[src/hw/rtl/rpd_pkg.sv]
// Shared types and constants for the reply packet deframer.
package rpd_pkg;

	// Offset of the last header/address byte that is skipped.
	localparam logic [2:0] HdrLastOfs = 3'd5;
	// The length field also counts the confirm code and the two checksum bytes.
	localparam logic [15:0] FixedLenPart = 16'd3;

	typedef enum logic [3:0] {
		PH_IDLE,
		PH_SKIP,
		PH_IDENT,
		PH_LEN_HI,
		PH_LEN_LO,
		PH_CONFIRM,
		PH_PARAMS,
		PH_CK_HI,
		PH_CK_LO,
		PH_DONE
	} phase_t;

	typedef enum logic {
		KIND_PARAM = 1'b0,
		KIND_END   = 1'b1
	} kind_t;

	typedef struct packed {
		kind_t       kind;
		logic [15:0] index;
		logic [7:0]  pbyte;
		logic [7:0]  ident;
		logic [7:0]  confirm;
		logic [15:0] length;
		logic        ok;
	} result_t;

endpackage

[src/hw/rtl/rpd_core.sv]
// Packet parser state machine with checksum accumulation, one word per cycle while accept is high.
module rpd_core (
	input  logic             clk,
	input  logic             arst_n,
	input  logic             accept,
	input  logic [7:0]       rx_byte,
	input  logic             start_of_packet,
	output logic             res_valid,
	output rpd_pkg::result_t res
);
	import rpd_pkg::*;

	phase_t      phase_q, phase_n;
	logic [2:0]  skip_cnt_q, skip_cnt_n;
	logic [15:0] left_q, left_n;
	logic [15:0] pos_q, pos_n;
	logic [15:0] sum_q, sum_n;
	logic [7:0]  ident_q, ident_n;
	logic [15:0] len_q, len_n;
	logic [7:0]  confirm_q, confirm_n;
	logic [7:0]  ckhi_q, ckhi_n;

	always_ff @(posedge clk or negedge arst_n) begin
		if (!arst_n) begin
			phase_q    <= PH_IDLE;
			skip_cnt_q <= '0;
			left_q     <= '0;
			pos_q      <= '0;
			sum_q      <= '0;
			ident_q    <= '0;
			len_q      <= '0;
			confirm_q  <= '0;
			ckhi_q     <= '0;
		end else if (accept) begin
			phase_q    <= phase_n;
			skip_cnt_q <= skip_cnt_n;
			left_q     <= left_n;
			pos_q      <= pos_n;
			sum_q      <= sum_n;
			ident_q    <= ident_n;
			len_q      <= len_n;
			confirm_q  <= confirm_n;
			ckhi_q     <= ckhi_n;
		end
	end

	always_comb begin
		phase_t      ph;
		logic [15:0] len_full;

		ph         = phase_q;
		skip_cnt_n = skip_cnt_q;
		left_n     = left_q;
		pos_n      = pos_q;
		sum_n      = sum_q;
		ident_n    = ident_q;
		len_n      = len_q;
		confirm_n  = confirm_q;
		ckhi_n     = ckhi_q;
		len_full   = {len_q[15:8], rx_byte};

		// A flagged word restarts the packet, dropping any partial one.
		if (start_of_packet) begin
			ph         = PH_SKIP;
			skip_cnt_n = '0;
			left_n     = '0;
			pos_n      = '0;
			sum_n      = '0;
			ident_n    = '0;
			len_n      = '0;
			confirm_n  = '0;
			ckhi_n     = '0;
		end

		phase_n   = ph;
		res_valid = 1'b0;
		res       = '{kind: KIND_PARAM, index: pos_n, pbyte: rx_byte, ident: ident_n,
		              confirm: confirm_n, length: len_n, ok: 1'b0};

		unique case (ph)
			PH_SKIP: begin
				if (skip_cnt_n >= HdrLastOfs) begin
					phase_n = PH_IDENT;
				end else begin
					skip_cnt_n = skip_cnt_n + 3'd1;
				end
			end
			PH_IDENT: begin
				ident_n = rx_byte;
				phase_n = PH_LEN_HI;
			end
			PH_LEN_HI: begin
				len_n   = {rx_byte, 8'h00};
				phase_n = PH_LEN_LO;
			end
			PH_LEN_LO: begin
				len_n   = len_full;
				left_n  = (len_full >= FixedLenPart) ? len_full - FixedLenPart : 16'd0;
				phase_n = PH_CONFIRM;
			end
			PH_CONFIRM: begin
				// The sum is seeded with the header fields so the end check is one compare.
				confirm_n = rx_byte;
				pos_n     = '0;
				sum_n     = len_q + {8'h00, ident_q} + {8'h00, rx_byte};
				phase_n   = (left_q != 16'd0) ? PH_PARAMS : PH_CK_HI;
			end
			PH_PARAMS: begin
				res_valid = 1'b1;
				sum_n     = sum_q + {8'h00, rx_byte};
				pos_n     = pos_q + 16'd1;
				left_n    = left_q - 16'd1;
				if (left_q == 16'd1) begin
					phase_n = PH_CK_HI;
				end
			end
			PH_CK_HI: begin
				ckhi_n  = rx_byte;
				phase_n = PH_CK_LO;
			end
			PH_CK_LO: begin
				res_valid = 1'b1;
				res.kind  = KIND_END;
				res.index = '0;
				res.pbyte = '0;
				res.ok    = ({ckhi_q, rx_byte} == sum_q);
				phase_n   = PH_DONE;
			end
			default: begin
				phase_n = ph;
			end
		endcase
	end

endmodule

[src/hw/rtl/rpd_outq.sv]
// Two-entry result queue that decouples the parser from output stalls.
module rpd_outq (
	input  logic             clk,
	input  logic             arst_n,
	input  logic             push,
	input  rpd_pkg::result_t push_data,
	output logic             not_full,
	output logic             out_valid,
	input  logic             out_ready,
	output rpd_pkg::result_t out_data
);
	import rpd_pkg::*;

	result_t    entry_q [2];
	logic       wr_ptr_q;
	logic       rd_ptr_q;
	logic [1:0] count_q;
	logic       pop;

	assign not_full  = (count_q != 2'd2);
	assign out_valid = (count_q != 2'd0);
	assign pop       = out_valid && out_ready;
	assign out_data  = entry_q[rd_ptr_q];

	always_ff @(posedge clk) begin
		if (push) begin
			entry_q[wr_ptr_q] <= push_data;
		end
	end

	always_ff @(posedge clk or negedge arst_n) begin
		if (!arst_n) begin
			wr_ptr_q <= 1'b0;
			rd_ptr_q <= 1'b0;
			count_q  <= '0;
		end else begin
			if (push) begin
				wr_ptr_q <= ~wr_ptr_q;
			end
			if (pop) begin
				rd_ptr_q <= ~rd_ptr_q;
			end
			count_q <= count_q + {1'b0, push} - {1'b0, pop};
		end
	end

endmodule

[src/hw/rtl/reply_packet_deframer.sv]
// Reply packet deframer: takes one packet word per cycle while in_ready is high, and
// emits parameter words and a checksum verdict. Each result is registered in a two-entry
// result queue that sits between the parser and the output, so input keeps flowing
// while one result waits; in_ready drops only when both queue entries are occupied.
module reply_packet_deframer (
	input  logic        clk,
	input  logic        arst_n,
	input  logic        in_valid,
	output logic        in_ready,
	input  logic [7:0]  rx_byte,
	input  logic        start_of_packet,
	output logic        out_valid,
	input  logic        out_ready,
	output logic        result_kind,
	output logic [15:0] param_index,
	output logic [7:0]  param_byte,
	output logic [7:0]  packet_ident,
	output logic [7:0]  confirm_value,
	output logic [15:0] length_field,
	output logic        checksum_ok
);
	import rpd_pkg::*;

	logic    accept;
	logic    res_valid;
	result_t res;
	result_t out_data;

	assign accept = in_valid && in_ready;

	rpd_core u_core (
		.clk            (clk),
		.arst_n         (arst_n),
		.accept         (accept),
		.rx_byte        (rx_byte),
		.start_of_packet(start_of_packet),
		.res_valid      (res_valid),
		.res            (res)
	);

	rpd_outq u_outq (
		.clk      (clk),
		.arst_n   (arst_n),
		.push     (accept && res_valid),
		.push_data(res),
		.not_full (in_ready),
		.out_valid(out_valid),
		.out_ready(out_ready),
		.out_data (out_data)
	);

	assign result_kind   = out_data.kind;
	assign param_index   = out_data.index;
	assign param_byte    = out_data.pbyte;
	assign packet_ident  = out_data.ident;
	assign confirm_value = out_data.confirm;
	assign length_field  = out_data.length;
	assign checksum_ok   = out_data.ok;

endmodule

[config.mk]
export PLATFORM = sky130hd
export DESIGN_NAME = reply_packet_deframer
export DESIGN_NICKNAME = d
export VERILOG_FILES = /design/src/hw/rtl/rpd_pkg.sv /design/src/hw/rtl/rpd_core.sv /design/src/hw/rtl/rpd_outq.sv /design/src/hw/rtl/reply_packet_deframer.sv
export SDC_FILE = /design/constraint.sdc
export NUM_CORES = 1
export LEC_CHECK = 0
export BUFFER_PORTS_ARGS = -buffer_cell sky130_fd_sc_hd__clkbuf_2
export CAP_MARGIN = 25
export CORE_MARGIN = 2
export CORE_UTILIZATION = 60
export CTS_CLUSTER_DIAMETER = 80
export DETAILED_ROUTE_END_ITERATION = 10
export PLACE_DENSITY = 0.83
export SLEW_MARGIN = 20
export SYNTH_ARGS = -nofsm -noshare
export SYNTH_HDL_FRONTEND = slang
export SYNTH_HIERARCHICAL = 1
export SYNTH_SLANG_ARGS = --single-unit
[constraint.sdc]
create_clock -name clk -period 6.4 [get_ports clk]
set_clock_uncertainty 0.2 [all_clocks]
set_input_delay 0.96 -clock clk [delete_from_list [all_inputs] [get_ports clk]]
set_output_delay 0.96 -clock clk [all_outputs]
set_load 0.1 [all_outputs]
# [Word-level counts from Yosys, hierarchy flattened]
# Memories as Yosys holds them, arrays and structs flattened.
# Cells that the tools add are included.
[classes] n_addsub=9 n_mul=0 div=0 order_cmp=2 n_eq_ne=11 n_shift=0 mux=27 n_bitwise=3 reduce_logical=13
[ops] op="$pmux 16 s2" n=4
[ops] op="$mux 16" n=4
[ops] op="$add 16x8->16" n=3
[ops] op="$mux 8" n=6
[ops] op="$pmux 4 s8" n=1
[ops] op="$mux 25" n=1
[ops] op="$add 16x1->16 const B" n=1
[ops] op="$eq 16x1->1 const B" n=1
[ops] op="$eq 16x16->1" n=1
[ops] op="$eq 4x3->1 const B" n=4
[ops] op="$ge 16x2->1 const B" n=1
[ops] op="$reduce_bool 16->1" n=1
[ops] op="$sub 16x1->16 const B" n=1
[ops] op="$sub 16x2->16 const B" n=1
[ops] op="$mux 4" n=3
[ops] op="$mux 3" n=3
[ops] op="$eq 4x2->1 const B" n=2
[ops] op="$reduce_and 2->1" n=4
[ops] op="$reduce_bool 3->1" n=2
[ops] op="$mux 1" n=5
[ops] op="$eq 4x1->1 const B" n=1
[ops] op="$eq 4x4->1 const B" n=1
[ops] op="$reduce_bool 2->1" n=2
[ops] op="$add 3x1->3 const B" n=1
[ops] op="7 further kinds" n=11
[totals] register_bits=99 latchBits=0 mem_bits_rw=116 mem_bits_ro=0 inputBits=13 out_inout_bits=60 elab_cells=79 memories=1
[mem_list] name="u_outq.entry_q" depth=2 width=58 rd=1 rd_clocked_by_memory_dff=0 wr=1 line_no="rpd_outq.sv:14" text="result_t entry_q [2];"

# [Logic depth before layout (Yosys ltp)]
[depth] depth_word=7 ltp_mapped=11 depth_no_buf=9

# [By module]
# The synthesis kept the hierarchy.
[by_module_without_submodules] mod="rpd_core" instances=1 cells_each=747 area_per_inst_um2=6525.0 seq_area_each_um2=2377.3
[by_module_without_submodules] mod="rpd_outq" instances=1 cells_each=198 area_per_inst_um2=4429.2 seq_area_each_um2=3583.4
[by_module_without_submodules] mod="reply_packet_deframer" instances=1 cells_each=2 area_per_inst_um2=12.5 seq_area_each_um2=0.0

# [Least setup slack after synthesis]
# Ideal clock, no wire load.
[synth_path] path_type="in2reg" startpoint="input start_of_packet" endpoint="memory u_outq/entry_q[0][0] in the netlist's numbering, enable pin" setup_ns=0.481 t_arrival_ns=4.566 required_ns=5.719 path_slack_ns=1.153 cell_stages=7 n_path_buf=2 cell_sequence="buf_6 inv_1 nand3_1 clkbuf_1 nand2_1 and3_1 nor2b_1"
[synth_via] elab_chain_cells=7 word_cells_on_any_way=8 cone_classes="2 x eq/ne; 4 x mux; 2 x reduce/logical"
[synth_rtl] element="from (decl)" line_no="reply_packet_deframer.sv:11" text="input logic start_of_packet,"
[synth_rtl] element="$mux 4 (*)" line_no="rpd_core.sv:63" text="if (start_of_packet) begin"
[synth_rtl] element="$eq 4x4->1 or $eq 4x3->1 (tied branches)" line_no="rpd_core.sv:80" text="unique case (ph)"
[synth_rtl] element="$reduce_or 2->1 (no source line) (*)"
[synth_rtl] element="$mux 1 (*)" line_no="rpd_core.sv:80"
[synth_rtl] element="via res_valid" line_no="reply_packet_deframer.sv:25" text="logic res_valid;"
[synth_rtl] element="$logic_and 1x1->1 (*)" line_no="reply_packet_deframer.sv:44" text=".push (accept && res_valid),"
[synth_rtl] element="$mux 1 (*)" line_no="rpd_outq.sv:26" text="if (push) begin"
[synth_rtl] element="$mux 1 (not written as such) (*)" line_no="rpd_outq.sv:27" text="entry_q[wr_ptr_q] <= push_data;"
[synth_rtl] element="to (decl)" line_no="rpd_outq.sv:14"
# Mark *: on every way through the listed nets, which the timed path passes. The rest lies on a longest branch.

# [Final worst setup path]
[layout_path] startpoint="input start_of_packet" endpoint="memory u_outq/entry_q[1][20] in the netlist's numbering, enable pin"
# Same word-level chain as after synthesis.

==> results.toml <==
[finish]
area_growth_pct = 10.3
layout.nets = 1047
final_area_sq_um = 12100
final_cell_mix = "edfxtp_1 (116), dfrtp_1 (98), nand2_1 (85)"
fin_cells = 1246
antennaDiodeCount = 0
drive_gt1_frac = 0.193
layout_commonest_cell = "edfxtp_1"

[flow_run]
drv_cap = 0

[setup_path]
cp-end-kind = "register"
startpoint_type = "input port"
path_cells = "clkbuf_2 > buf_4 > nor2_1 > nand3_1 > nand2_1 > and3_1 > and2_2 > buf_4"
required_ns = 6.40
crit_path_frequent_cell = "buf_4"
crit_arrival_ns = 3.81
path_max_fanout = 53
cp_slowest_stage_delay_ns = 0.76
r2r_cells = 7
crit_buf_inv = 3
critPathTopFamily = "simple AND/OR/NAND/NOR gates"
critPathSlowestCell = "and2_2"
cp.depth = 8
crit_type = "in -> reg"

[die]
ios = 73
die_x_um = 139
die_area_sq_um = 19400
die_h_um = 139
initial_core_util = 0.611
core_sq_um = 18000
fp-row-count = 49

[sta]
rsz0062_at_grt = "no"
period_needed_ns = 3.81
fin_tns_setup_ns = 0
max_slew_margin = 0.384
finalMaxSlewViolations = 0
fmax_mhz = 263
setup_viol = 0
timing.final.crit_share = 0.595
tightestPinTransition_ns = 0.918
finalHoldWorstSlack_ns = 0.248
hold_viol_final = 0

[global_routing]
grt_usage = 0.258
grt_pass1_vias = 7714
antenna_found_initial = 0
grt_pass1_wl_um = 40400
overflow = 0
grt_max_degree = 60

[synth]
synth_cell_types = 74
ys_seq_area_frac = 0.544
synthAdderAreaFrac = 0.0456
synth_compound_area_frac = 0.133
synth_area_per_cell_sq_um = 11.6
netlist_instances = 947
synth_async_sr_flop_share = 0.460
synth-simple-area-share = 0.145
synth_top_family_by_area = "simple AND/OR/NAND/NOR gates"
synth_nets = 994
synth.cell_area_sq_um = 11000
synthXorXnorAreaFrac = 0.0343
synth.ff_latch_count = 215
synth_edf_count = 116
muxShareOfSynthArea = 0.0639
yosys_warnings = 6
ys.flop_type = "edfxtp_1"

[drt]
drt_wl_total_um = 25000
viasPerCell = 6.32
vias = 7871
drt_pass1_iterations = 5
ant_nets = 0
drt-initial-drc-count = 768
wl_per_cell_um = 20.1
drcViolationCount = 0

[power_and_ir_drop]
power_density_nw_per_um2 = 390
leakage_nw = 5.03
irDropWorstVdd_v = 0.000426
finalPower_mw = 4.72

[placed_design]
gp_congestion = 0.881
dpl.hpwl_um = 16600
post_dp_cell_area_sq_um = 11400
portBuffers = 72
place_inst = 1203

[outcome]
outcome = "complete, no violations"

[cts]
cts.sink_count = 215
postCtsSetupBuffers = 0
clk_latency_ns = 0.51
path_clk_slew_ns = 0.06
postCtsHoldBufs = 0
post_cts_resize_count = 0
tritoncts = "built"
clk_path_buf_depth = 3
clock-root-buffer = "clkbuf_16"
htreeDepth = 1
cts_made_buffers = 23

[hold_path]
hold_path_class = "in -> async"
state kept, by name, summed over array words and instances (netlist names):
signal and flops:
u_outq/entry_q 116, u_core/left_q 16, u_core/len_q 16, u_core/pos_q 16, u_core/sum_q 16, u_core/ckhi_q 8
u_core/confirm_q 8, u_core/ident_q 8, u_core/phase_q 4, u_core/skip_cnt_q 3, u_outq/count_q 2, u_outq/rd_ptr_q 1
u_outq/wr_ptr_q 1
synth_stat cells, drive strengths merged (21+ instances only):
cell type	n	area [sq um]
a21oi	25	125
a22o	33	289
and3	27	169
buf	25	175
clkbuf	31	116
dfrtp	99	2480
edfxtp	116	3480
ha	24	300
inv	21	78.8
mux2	58	691
nand2	85	319
nand3	21	105
nor2	49	200
nor2b	37	231
nor3	22	126
o21ai	84	450
xnor2	30	263
metal layers:
metal,GRT usage,up-vias,wire [um]
li1,-,3599,-
met1,0.361,3880,10400
met2,0.416,333,12100
met3,0.0369,59,1710
met4,0.0941,0,763
met5,0,-,0
kinds of logic after synthesis:
family | after synthesis
muxes | 59
AOI/OAI and AO/OA | 214
buffers and inverters | 77
xor gates and xnor gates | 43
and+or+nand+nor | 305
DFF | 215
adders and majority gates | 34
worst paths after layout:
kind / from / end / slack [ns]
max: start_of_packet / u_outq/entry_q[1][20] / 2.59
min: arst_n / u_core/left_q[15] / 0.25
max reg2reg: u_core/phase_q[1] / u_outq/entry_q[1][20] / 2.67
min reg2reg: u_core/confirm_q[0] / u_core/confirm_q[0] / 0.28
max in group asynchronous: arst_n / u_outq/rd_ptr_q / 4.54
min in group clk: u_core/confirm_q[0] / u_core/confirm_q[0] / 0.28
area by class of cell:
class | instances | area (sq um)
tap | 229 | 287
clock buffer | 31 | 606
clock inverter | 11 | 66.3
inverter | 21 | 78.8
sequential | 215 | 5960
timing repair buffer | 84 | 453
fill | 1283 | 5870
multi-input combinational | 655 | 4640
power breakdown:
| part | leakage, nW | internal (mW) | total [mW] | switching [mW] |
|---|---|---|---|---|
| registers | 2.43 | 1.52 | 1.60 | 0.0828 |
| logic | 2.27 | 0.432 | 1.93 | 1.49 |
| clock network | 0.326 | 0.669 | 1.19 | 0.524 |
| total | 5.03 | 2.62 | 4.72 | 2.10 |
stage by stage:
step	setup slack, ns	utilization
2_1_floorplan	1.15	-
3_3_place_gp	2.23	0.636
3_5_place_dp	2.01	0.636
4_1_cts	2.52	0.673
5_1_grt	2.31	0.673
6_report	2.59	0.673
Power figures use the tool's default switching activity.
